<file path="src/rtl/core/i2cee_pkg.sv">
// i2cee_pkg: shared types and constants of the i2c eeprom byte master
// phase encoding, request codes, register indexes and word field positions
// no dependencies
package i2cee_pkg;

    // bus half-period phases of one transaction
    typedef enum logic [3:0] {
        PH_IDLE        = 4'd0,
        PH_START_A     = 4'd1,
        PH_START_B     = 4'd2,
        PH_START_C     = 4'd3,
        PH_TX_LOW      = 4'd4,
        PH_TX_HIGH     = 4'd5,
        PH_ACK_LOW     = 4'd6,
        PH_ACK_POLL    = 4'd7,
        PH_RESTART_LOW = 4'd8,
        PH_RX_LOW      = 4'd9,
        PH_RX_HIGH     = 4'd10,
        PH_MNACK_LOW   = 4'd11,
        PH_MNACK_HIGH  = 4'd12,
        PH_STOP_A      = 4'd13,
        PH_STOP_B      = 4'd14,
        PH_STOP_C      = 4'd15
    } phase_t;

    // request codes carried in tuser
    localparam logic [1:0] OP_TICK  = 2'd0;
    localparam logic [1:0] OP_WRITE = 2'd1;
    localparam logic [1:0] OP_READ  = 2'd2;

    // byte-sequence steps of a transaction
    localparam logic [1:0] SEQ_DEVICE  = 2'd0;
    localparam logic [1:0] SEQ_ADDRESS = 2'd1;
    localparam logic [1:0] SEQ_SECOND  = 2'd2;
    localparam logic [1:0] SEQ_RECEIVE = 2'd3;

    // register index, taken from paddr bit 2
    localparam logic REG_DEVICE_SELECT  = 1'b0;
    localparam logic REG_ACK_POLL_LIMIT = 1'b1;

    localparam logic [6:0] DEVICE_SELECT_RESET  = 7'd80;
    localparam logic [7:0] ACK_POLL_LIMIT_RESET = 8'd255;

    localparam int unsigned APB_ADDR_W = 3;
    localparam int unsigned APB_DATA_W = 32;

    // input word layout
    localparam int unsigned S_TDATA_W = 24;
    localparam int unsigned S_TUSER_W = 2;

    // result word layout
    localparam int unsigned M_TDATA_W    = 16;
    localparam int unsigned M_SCL_BIT    = 0;
    localparam int unsigned M_SDA_BIT    = 1;
    localparam int unsigned M_BUSY_BIT   = 2;
    localparam int unsigned M_DONE_BIT   = 3;
    localparam int unsigned M_RDATA_LSB  = 4;
    localparam int unsigned M_RDATA_MSB  = 11;
    localparam int unsigned M_NACK_BIT   = 12;

endpackage

</file>
<file path="src/rtl/core/i2c_eeprom_byte_master_unit.sv">
// i2c_eeprom_byte_master_unit: tick-driven i2c master for 24c02-style byte access
// depends on i2cee_pkg for phase type, request codes and word layout

// Each input word is one bus half-period: it carries the sampled SDA level and,
// while the master is idle, an optional byte-write or byte-read request in tuser.
// Each input word yields exactly one result word with the SCL and SDA drive levels,
// busy, done, the last read byte and the missing-acknowledge flag. The block takes
// one word per clock cycle unless the result side stalls, with one input and one
// result register around the single-pass tick logic. A stalled result register
// holds the input register, which drops s_axis_tready. Configuration writes go
// through the APB port while idle; the user ensures this, the block does not.
module i2c_eeprom_byte_master_unit (
    input  logic                                aclk,
    input  logic                                aresetn,
    // input words
    input  logic                                s_axis_tvalid,
    output logic                                s_axis_tready,
    // [7:0] word_address, [15:8] write_data, [16] sda_in, [23:17] zero
    input  logic [i2cee_pkg::S_TDATA_W-1:0]     s_axis_tdata,
    // [1:0] operation
    input  logic [i2cee_pkg::S_TUSER_W-1:0]     s_axis_tuser,
    // result words
    output logic                                m_axis_tvalid,
    input  logic                                m_axis_tready,
    // [0] scl_out, [1] sda_out, [2] busy_res, [3] done_res,
    // [11:4] read_data, [12] ack_missing, [15:13] zero
    output logic [i2cee_pkg::M_TDATA_W-1:0]     m_axis_tdata,
    // configuration port
    input  logic                                psel,
    input  logic                                penable,
    input  logic                                pwrite,
    input  logic [i2cee_pkg::APB_ADDR_W-1:0]    paddr,
    input  logic [i2cee_pkg::APB_DATA_W-1:0]    pwdata,
    output logic [i2cee_pkg::APB_DATA_W-1:0]    prdata,
    output logic                                pready
);

    // configuration registers
    logic [6:0] device_select_reg;
    logic [7:0] ack_poll_limit_reg;

    // input register
    logic       in_valid_reg;
    logic [1:0] in_op_reg;
    logic [7:0] in_addr_reg;
    logic [7:0] in_data_reg;
    logic       in_sda_reg;

    // result register
    logic       out_valid_reg;
    logic       scl_reg, sda_reg, busy_reg, done_reg;

    // transaction state
    i2cee_pkg::phase_t phase_reg, phase_next;
    logic [1:0] seq_step_reg, seq_step_next;
    logic [2:0] bit_index_reg, bit_index_next;
    logic [7:0] shift_byte_reg, shift_byte_next;
    logic [7:0] poll_count_reg, poll_count_next;
    logic       is_read_reg, is_read_next;
    logic [7:0] latched_address_reg, latched_address_next;
    logic [7:0] latched_data_reg, latched_data_next;
    logic [7:0] read_result_reg, read_result_next;
    logic       nack_seen_reg, nack_seen_next;
    logic       scl_next, sda_next, busy_next, done_next;

    logic       advance;
    logic       cfg_write;
    logic       ack_go;
    logic [7:0] dev_w;
    i2cee_pkg::phase_t ph;

    // handshake
    assign advance       = in_valid_reg && (!out_valid_reg || m_axis_tready);
    assign s_axis_tready = !in_valid_reg || advance;
    assign m_axis_tvalid = out_valid_reg;

    // apb access
    assign pready    = 1'b1;
    assign cfg_write = psel && penable && pwrite && pready;

    always_comb begin
        case (paddr[2])
            i2cee_pkg::REG_DEVICE_SELECT:  prdata = {25'd0, device_select_reg};
            i2cee_pkg::REG_ACK_POLL_LIMIT: prdata = {24'd0, ack_poll_limit_reg};
            default:                       prdata = '0;
        endcase
    end

    always_ff @(posedge aclk) begin
        if (!aresetn) begin
            device_select_reg  <= i2cee_pkg::DEVICE_SELECT_RESET;
            ack_poll_limit_reg <= i2cee_pkg::ACK_POLL_LIMIT_RESET;
        end else if (cfg_write) begin
            case (paddr[2])
                i2cee_pkg::REG_DEVICE_SELECT:  device_select_reg  <= pwdata[6:0];
                i2cee_pkg::REG_ACK_POLL_LIMIT: ack_poll_limit_reg <= pwdata[7:0];
                default: ;
            endcase
        end
    end

    // input register
    always_ff @(posedge aclk) begin
        if (!aresetn) begin
            in_valid_reg <= 1'b0;
        end else if (s_axis_tready) begin
            in_valid_reg <= s_axis_tvalid;
        end
    end

    always_ff @(posedge aclk) begin
        if (s_axis_tvalid && s_axis_tready) begin
            in_op_reg   <= s_axis_tuser[1:0];
            in_addr_reg <= s_axis_tdata[7:0];
            in_data_reg <= s_axis_tdata[15:8];
            in_sda_reg  <= s_axis_tdata[16];
        end
    end

    assign dev_w = {device_select_reg, 1'b0};

    // one bus half-period of the transaction sequencer
    always_comb begin
        phase_next           = phase_reg;
        seq_step_next        = seq_step_reg;
        bit_index_next       = bit_index_reg;
        shift_byte_next      = shift_byte_reg;
        poll_count_next      = poll_count_reg;
        is_read_next         = is_read_reg;
        latched_address_next = latched_address_reg;
        latched_data_next    = latched_data_reg;
        read_result_next     = read_result_reg;
        nack_seen_next       = nack_seen_reg;
        scl_next             = 1'b1;
        sda_next             = 1'b1;
        busy_next            = 1'b1;
        done_next            = 1'b0;
        ack_go               = 1'b0;
        ph                   = phase_reg;

        // new request, taken only while idle
        if (phase_reg == i2cee_pkg::PH_IDLE &&
            (in_op_reg == i2cee_pkg::OP_WRITE || in_op_reg == i2cee_pkg::OP_READ)) begin
            is_read_next         = (in_op_reg == i2cee_pkg::OP_READ);
            latched_address_next = in_addr_reg;
            latched_data_next    = in_data_reg;
            nack_seen_next       = 1'b0;
            seq_step_next        = i2cee_pkg::SEQ_DEVICE;
            poll_count_next      = '0;
            bit_index_next       = '0;
            ph                   = i2cee_pkg::PH_START_A;
        end

        case (ph)
            i2cee_pkg::PH_START_A: begin
                phase_next = i2cee_pkg::PH_START_B;
            end
            i2cee_pkg::PH_START_B: begin
                sda_next   = 1'b0;
                phase_next = i2cee_pkg::PH_START_C;
            end
            i2cee_pkg::PH_START_C: begin
                scl_next        = 1'b0;
                sda_next        = 1'b0;
                shift_byte_next = (seq_step_reg == i2cee_pkg::SEQ_DEVICE) ? dev_w
                                                                          : (dev_w | 8'h01);
                bit_index_next  = '0;
                phase_next      = i2cee_pkg::PH_TX_LOW;
            end
            i2cee_pkg::PH_TX_LOW: begin
                scl_next   = 1'b0;
                sda_next   = shift_byte_reg[7];
                phase_next = i2cee_pkg::PH_TX_HIGH;
            end
            i2cee_pkg::PH_TX_HIGH: begin
                sda_next = shift_byte_reg[7];
                if (bit_index_reg == 3'd7) begin
                    poll_count_next = '0;
                    phase_next      = i2cee_pkg::PH_ACK_LOW;
                end else begin
                    bit_index_next  = bit_index_reg + 3'd1;
                    shift_byte_next = {shift_byte_reg[6:0], 1'b0};
                    phase_next      = i2cee_pkg::PH_TX_LOW;
                end
            end
            i2cee_pkg::PH_ACK_LOW: begin
                scl_next   = 1'b0;
                phase_next = i2cee_pkg::PH_ACK_POLL;
            end
            i2cee_pkg::PH_ACK_POLL: begin
                // slave acknowledge, or give up after the poll limit
                if (!in_sda_reg) begin
                    ack_go = 1'b1;
                end else if (poll_count_reg >= ack_poll_limit_reg) begin
                    nack_seen_next = 1'b1;
                    ack_go         = 1'b1;
                end else begin
                    poll_count_next = poll_count_reg + 8'd1;
                end
            end
            i2cee_pkg::PH_RESTART_LOW: begin
                scl_next   = 1'b0;
                phase_next = i2cee_pkg::PH_START_A;
            end
            i2cee_pkg::PH_RX_LOW: begin
                scl_next   = 1'b0;
                phase_next = i2cee_pkg::PH_RX_HIGH;
            end
            i2cee_pkg::PH_RX_HIGH: begin
                // sample while scl is high
                shift_byte_next = {shift_byte_reg[6:0], in_sda_reg};
                if (bit_index_reg == 3'd7) begin
                    phase_next = i2cee_pkg::PH_MNACK_LOW;
                end else begin
                    bit_index_next = bit_index_reg + 3'd1;
                    phase_next     = i2cee_pkg::PH_RX_LOW;
                end
            end
            i2cee_pkg::PH_MNACK_LOW: begin
                scl_next   = 1'b0;
                phase_next = i2cee_pkg::PH_MNACK_HIGH;
            end
            i2cee_pkg::PH_MNACK_HIGH: begin
                phase_next = i2cee_pkg::PH_STOP_A;
            end
            i2cee_pkg::PH_STOP_A: begin
                scl_next   = 1'b0;
                sda_next   = 1'b0;
                phase_next = i2cee_pkg::PH_STOP_B;
            end
            i2cee_pkg::PH_STOP_B: begin
                sda_next   = 1'b0;
                phase_next = i2cee_pkg::PH_STOP_C;
            end
            i2cee_pkg::PH_STOP_C: begin
                if (is_read_reg) begin
                    read_result_next = shift_byte_reg;
                end
                done_next  = 1'b1;
                busy_next  = 1'b0;
                phase_next = i2cee_pkg::PH_IDLE;
            end
            default: begin
                busy_next  = 1'b0;
                phase_next = i2cee_pkg::PH_IDLE;
            end
        endcase

        // pick the next byte once an acknowledge slot ends
        if (ack_go) begin
            case (seq_step_reg)
                i2cee_pkg::SEQ_DEVICE: begin
                    seq_step_next   = i2cee_pkg::SEQ_ADDRESS;
                    shift_byte_next = latched_address_reg;
                    bit_index_next  = '0;
                    phase_next      = i2cee_pkg::PH_TX_LOW;
                end
                i2cee_pkg::SEQ_ADDRESS: begin
                    seq_step_next = i2cee_pkg::SEQ_SECOND;
                    if (is_read_reg) begin
                        phase_next = i2cee_pkg::PH_RESTART_LOW;
                    end else begin
                        shift_byte_next = latched_data_reg;
                        bit_index_next  = '0;
                        phase_next      = i2cee_pkg::PH_TX_LOW;
                    end
                end
                i2cee_pkg::SEQ_SECOND: begin
                    if (is_read_reg) begin
                        seq_step_next   = i2cee_pkg::SEQ_RECEIVE;
                        shift_byte_next = '0;
                        bit_index_next  = '0;
                        phase_next      = i2cee_pkg::PH_RX_LOW;
                    end else begin
                        phase_next = i2cee_pkg::PH_STOP_A;
                    end
                end
                default: begin
                    phase_next = i2cee_pkg::PH_STOP_A;
                end
            endcase
        end
    end

    // transaction state
    always_ff @(posedge aclk) begin
        if (!aresetn) begin
            phase_reg           <= i2cee_pkg::PH_IDLE;
            seq_step_reg        <= i2cee_pkg::SEQ_DEVICE;
            bit_index_reg       <= '0;
            shift_byte_reg      <= '0;
            poll_count_reg      <= '0;
            is_read_reg         <= 1'b0;
            latched_address_reg <= '0;
            latched_data_reg    <= '0;
            read_result_reg     <= '0;
            nack_seen_reg       <= 1'b0;
        end else if (advance) begin
            phase_reg           <= phase_next;
            seq_step_reg        <= seq_step_next;
            bit_index_reg       <= bit_index_next;
            shift_byte_reg      <= shift_byte_next;
            poll_count_reg      <= poll_count_next;
            is_read_reg         <= is_read_next;
            latched_address_reg <= latched_address_next;
            latched_data_reg    <= latched_data_next;
            read_result_reg     <= read_result_next;
            nack_seen_reg       <= nack_seen_next;
        end
    end

    // result register
    always_ff @(posedge aclk) begin
        if (!aresetn) begin
            out_valid_reg <= 1'b0;
        end else if (advance) begin
            out_valid_reg <= 1'b1;
        end else if (m_axis_tready) begin
            out_valid_reg <= 1'b0;
        end
    end

    always_ff @(posedge aclk) begin
        if (advance) begin
            scl_reg  <= scl_next;
            sda_reg  <= sda_next;
            busy_reg <= busy_next;
            done_reg <= done_next;
        end
    end

    // read_result and nack_seen registers already hold the word's values
    assign m_axis_tdata = {3'd0, nack_seen_reg, read_result_reg,
                           done_reg, busy_reg, sda_reg, scl_reg};

endmodule

</file>
<file path="config.mk">
export PLATFORM = sky130hd
export DESIGN_NAME = i2c_eeprom_byte_master_unit
export DESIGN_NICKNAME = d
export VERILOG_FILES = /design/src/rtl/core/i2cee_pkg.sv /design/src/rtl/core/i2c_eeprom_byte_master_unit.sv
export SDC_FILE = /design/constraint.sdc
export NUM_CORES = 1
export LEC_CHECK = 0
export ABC_CLOCK_PERIOD_IN_PS = 2190
export BUFFER_PORTS_ARGS = -buffer_cell sky130_fd_sc_hd__buf_2
export CAP_MARGIN = 20
export CORE_MARGIN = 3
export CORE_UTILIZATION = 48
export DETAILED_ROUTE_END_ITERATION = 12
export GPL_TIMING_DRIVEN = 0
export HOLD_SLACK_MARGIN = 0.06
export PLACE_DENSITY = 0.76
export SYNTH_ARGS = -nofsm -noshare
export SYNTH_HDL_FRONTEND = slang
export SYNTH_SLANG_ARGS = --single-unit
</file>
<file path="constraint.sdc">
create_clock -name aclk -period 2.19 [get_ports aclk]
set_clock_uncertainty 0.2 [all_clocks]
set_input_delay 0.3285 -clock aclk [delete_from_list [all_inputs] [get_ports aclk]]
set_output_delay 0.3285 -clock aclk [all_outputs]
set_load 0.02 [all_outputs]
</file>
==> results of run 1 <==
[area by class of cell]
| class | instances | area (um^2) | share of cell area |
|---|---|---|---|
| Buffer | 67 | 401.6 | 0.06849 |
| Clock buffer | 11 | 162.7 | 0.02774 |
| Clock inverter | 5 | 25.02 | 0.004267 |
| Inverter | 25 | 93.84 | 0.01600 |
| Multi-Input combinational cell | 370 | 2331 | 0.3975 |
| Sequential cell | 91 | 2066 | 0.3523 |
| Tap cell | 129 | 161.4 | 0.02752 |
| Timing Repair Buffer | 92 | 623.1 | 0.1063 |
[worst max path at each step]
stage,from,end,slack (ns),depth (start not counted)
after floorplan,poll_count_reg[0],poll_count_reg[4],0.06,7
after global placement,poll_count_reg[0],bit_index_reg[0],-0.16,8
after detailed placement,poll_count_reg[0],bit_index_reg[0],-0.23,8
after CTS,ack_poll_limit_reg[7],poll_count_reg[4],0.00002,7
after global routing,poll_count_reg[5],poll_count_reg[4],-0.13,6
final,poll_count_reg[5],poll_count_reg[4],-0.01,6
[cell usage after synthesis (2+ instances only)]
cell        n
nand3b_1    9
inv_1      23
nor2b_1     5
and2_1      4
a22oi_1     2
clkbuf_1   23
a21o_1      4
dfxtp_1    68
a21oi_1    43
o2111ai_1   2
o22ai_1     8
xnor2_1     2
conb_1      2
nor2_1     26
o2bb2ai_1   2
mux2_2      7
nand3_1    12
edfxtp_1   23
mux2i_1     9
nand2_1    80
nor2_2      2
ha_1       12
and3_1      5
o211ai_1   14
a31oi_1    16
nand4_1     4
nand2b_1    5
a221o_1     7
a32o_1      7
nor4bb_1    2
o21ai_0    20
buf_2      11
o21ai_1     8
nor3_1      3
nand4b_1    2
a32oi_1     2
buf_4      33
[power by group through the flow]
stage | sequential [mW] | clock [mW] | combinational (mW)
floorplan | 1.85 | 0 | 0.291
global placement | 1.86 | 0 | 0.381
detailed placement | 1.86 | 0 | 0.390
CTS | 1.82 | 1.10 | 0.439
global route | 1.82 | 1.18 | 0.497
finish | 1.82 | 1.08 | 0.455
[kinds of logic (layout without fill, tap and decap cells)]
kind of cell,Yosys count,in the layout
adders and majority gates,12,12
AOI/OAI and AO/OA,146,146
xor gates and xnor gates,3,3
buffers and inverters,92,200
other,2,28
and+or+nand+nor,165,165
DFF,91,91
muxes,16,16
[metal layers]
metal / routed length, um / GRT usage / up-vias
met5: 0 / 0 / -
met4: 214 / 0.07882 / 0
met3: 940 / 0.03166 / 19
met2: 5632 / 0.3607 / 194
met1: 4789 / 0.2642 / 1957
li1: - / - / 2082
[repair_timing]
item / in CTS / in global routing
pin swaps: 7 / 4
hold endpoints to repair: 35 / 0
hold buffers: 28 / 0
setup endpoints to repair: 30 / 35
buffers inserted: 8 / 1
resized for setup: 14 / 26
[tightest hold or removal path: cells and delay by family]
| kind | cells | cell delay (ns) |
|---|---|---|
| buf+inv | 1 | 0.08 |
| simple gates | 3 | 0.18 |
==> metrics.cfg, run 1 <==
[placed_design]
gp_congestion=0.8986
post-place-cells=737
hpwlAfterDp_um=8044
dpl_worst_slack_ns=-0.2292
numPortBuffers=55
placed_cell_area_um2=5189

[critical_path]
cp.arrival_ns=2.28
crit_fanout=5
r2r-start=poll_count_reg[5]
crit_top_cell=o211ai_1
crit_family=compound AO/OA/AOI/OAI gates
start_kind=flop
reg2regPathDepth=6
r2r_end=poll_count_reg[4]
critical_path_class=reg2reg
rrSetupSlack_ns=-0.01
path_buf_inv=0
critPathSlowestCell=or4_1
crit_required_ns=2.26
slowest_delay_ns=0.52
endpoint_kind=flop
path_cells=ha_4 > o211ai_1 > o211ai_1 > o21bai_4 > or4_1 > a31oi_1

[power_and_ir_drop]
power.density_nw_per_um2=572.3
seq_power_share=0.542
switchingPower_mw=0.8783
ir_drop_uv=351.5
internal_power_mw=2.478
power.total_mw=3.356
comb_power_share=0.136
power_leakage_nw=2.390
swShare=0.2617
clkPwrFrac=0.323

[yosys]
seq_area_frac_synth=0.4409
synth_cell_types=57
synth-compound-area-share=0.2094
yosys_warnings=0
yosys.area_share.simple=0.1702
synth_xor_area_frac=0.005645
synth_top_family_by_area=compound AO/OA/AOI/OAI gates
yosysTopAreaCell=dfxtp_1
synth_cells=527
ys.flop_type=dfxtp_1
syn_avg_cell_area_um2=8.832
ys_async_sr_fraction=0
ys_ff_latch=91
ys_top_cells_by_area=dfxtp_1, edfxtp_1, nand2_1, buf_4, a21oi_1
synthAdderAreaFrac=0.03226
synthMuxAreaShare=0.03629
synth_area_um2=4654
synth-edff-count=23
synth_top_area_frac=0.2925

[timing]
finalCriticalPeriod_ns=2.203
hold_ws_ns=0.08222
rsz0062_at_grt=yes
hold_viol_final=0
fin_ws_ns=-0.01324
worst_slew_pin_slew_ns=0.7877
fmax_mhz=453.9
slew_violations=0
setup-violations-final=1
relSlewSlack=0.4749
fin_setup_tns_ns=-0.01324
fin_crit_sh=1.006

[die]
start_util=0.4990
fp.dieH_um=104.5
die_width_um=104.5
ios=119
core_um2=9328
fp-row-count=35
die_area_um2=10910

[route]
dr_total_vias=4252
wirelength_um=11580
wl_per_cell_um=14.65
drt_first_pass_iters=6
ant_nets=0
drt-vias-per-instance=5.382
drc=0
drt_iter0_drc=270

[clock_tree]
cts-root-buf=clkbuf_8
h-tree-depth=3
path_clk_slew_ns=0.09
cts.sinks=91
numCtsBuffers=9
clk_latency_ns=0.36
cts_tree=done
cts.path.max_buffers=2

[status]
outcome=complete, but fails checks
violations=negative setup slack

[global_route]
grt_pass1_vias=4092
grt_pass1_wl_um=19000
grt_max_degree=20
antenna_found_initial=0
track_usage=0.2094
grt_overflow_total=0

[min_path]
hp-start=m_axis_tready
hold_path.class=in2reg
worstHoldPathCells=4
hold_end=m_axis_tvalid

[finish]
fin_cells=790
layout_commonest_cell=nand2_1
fin_util=0.6287
final_cell_area_um2=5864
nFillCells=820
final_layout_size_suffix_gt1_frac=0.2481
area_growth_pct=25.99
num_antenna_cells=0
final_nets=736
layout_common_cells=nand2_1, buf_2, dfxtp_1, buf_4, a21oi_1

[run]
maxCapViolCount=0

No activity file was read; power rests on OpenSTA's default activity.
==> inputs of run 2 (changes only) <==
--- a/config.mk
+++ b/config.mk
@@ -14,6 +14,7 @@
 export GPL_TIMING_DRIVEN = 0
 export HOLD_SLACK_MARGIN = 0.06
 export PLACE_DENSITY = 0.76
+export RECOVER_POWER = 25
 export SYNTH_ARGS = -nofsm -noshare
 export SYNTH_HDL_FRONTEND = slang
 export SYNTH_SLANG_ARGS = --single-unit
==> metrics.cfg, run 2 (synthesized netlist as in run 1, its figures left out) <==
[status]
outcome=complete, no violations

[die]
ios=119
core_um2=9328
start_util=0.4990
die_area_um2=10910
die_width_um=104.5
fp.dieH_um=104.5
fp-row-count=35

[critical_path]
crit_required_ns=2.27
path_cells=ha_4 > o211ai_1 > o211ai_1 > o21bai_4 > or4_1 > a31oi_1
crit_fanout=5
cp.arrival_ns=2.25
endpoint_kind=flop
r2r-start=poll_count_reg[5]
cp-startpoint=poll_count_reg[5]
start_kind=flop
crit_top_cell=o211ai_1
rrSetupSlack_ns=0.02
critPathSlowestCell=or4_1
reg2regPathDepth=6
r2r_end=poll_count_reg[4]
crit_end=poll_count_reg[4]
slowest_delay_ns=0.50
critical_path_class=reg2reg

[min_path]
hold_path.class=in2reg
worstHoldPathCells=4

[finish]
layout_common_cells=nand2_1, dfxtp_1, buf_2, buf_4, a21oi_1
num_antenna_cells=0
final_nets=736
fin_util=0.6275
layout_commonest_cell=nand2_1
fin_cells=790
final_layout_size_suffix_gt1_frac=0.2345
final_cell_area_um2=5853
area_growth_pct=25.75

[run]
maxCapViolCount=0

[placed_design]
dpl_worst_slack_ns=-0.2292
hpwlAfterDp_um=8044
numPortBuffers=55
gp_congestion=0.8986
placed_cell_area_um2=5189
post-place-cells=737

[route]
drt-vias-per-instance=5.400
wirelength_um=11580
ant_nets=0
wl_per_cell_um=14.66
drc=0
drt_iter0_drc=350
drt_first_pass_iters=6
dr_total_vias=4266

[clock_tree]
path_clk_slew_ns=0.09
clk_latency_ns=0.36
cts-root-buf=clkbuf_8
cts.path.max_buffers=2
h-tree-depth=3
cts_tree=done
cts.sinks=91
numCtsBuffers=9

[global_route]
grt_max_degree=20
antenna_found_initial=0
grt_pass1_vias=4092
track_usage=0.2094
grt_overflow_total=0
grt_pass1_wl_um=19000

[timing]
finalCriticalPeriod_ns=2.170
fmax_mhz=460.8
setup-violations-final=0
fin_crit_sh=0.9909
worst_slew_pin_slew_ns=0.7877
relSlewSlack=0.4749
fin_ws_ns=0.02003
slew_violations=0
fin_setup_tns_ns=0
rsz0062_at_grt=yes
hold_ws_ns=0.08015
hold_viol_final=0

[power_and_ir_drop]
ir_drop_uv=351.4
power.total_mw=3.361
power_leakage_nw=2.351
power.density_nw_per_um2=574.2

[run 2: cell count changes in the layout (fill, tap and decap cells not counted), sizes merged]
cell,previous run,this run
clkbuf,34,43
buf,108,99
[run 2: metal layers]
layer,global-route usage,up-vias,wire length (um),share of wire
met5,0,-,0,0
met4,0.07882,0,221,0.019
met3,0.03166,21,938,0.081
met2,0.3607,179,5633,0.49
met1,0.2642,1989,4787,0.41
li1,-,2077,-,-
[run 2: where the power goes]
group | internal, mW | leakage [nW] | switching (mW)
Combinational | 0.195 | 1.48 | 0.260
Sequential | 1.78 | 0.774 | 0.0379
Clock | 0.502 | 0.0970 | 0.585
Total | 2.48 | 2.35 | 0.883
[run 2: worst min path at each step]
stage / start / to / slack [ns]
CTS: m_axis_tready / m_axis_tvalid / 0.07
detailed placement: latched_address_reg[4] / latched_address_reg[4] / 0.25
finish: m_axis_tready / m_axis_tvalid / 0.08
floorplan: s_axis_tdata[0] / in_addr_reg[0] / 0.23
global placement: latched_address_reg[4] / latched_address_reg[4] / 0.25
global route: m_axis_tready / m_axis_tvalid / 0.08
[run 2: layout make-up]
type	instances	area, um^2
fill	825	3475
multi-input combinational	370	2331
sequential	91	2066
timing repair buffer	92	611.8
buffer	67	401.6
clock buffer	11	162.7
tap	129	161.4
inverter	25	93.84
clock inverter	5	25.02
[run 2: worst max-delay path, delay by kind of cell, from the launching register on]
kind / cells / cell delay [ns]
fa+ha+maj: 1 / 0.22
flops: 1 / 0.41
compound gates: 4 / 0.77
simple gates: 1 / 0.50
[run 2: repair_timing]
item,CTS,global route
hold endpoints to repair,35,0
setup buffers,8,1
hold buffers,28,0
pin swaps,7,4
gates resized for setup,14,26
endpoints found under the setup margin,30,35
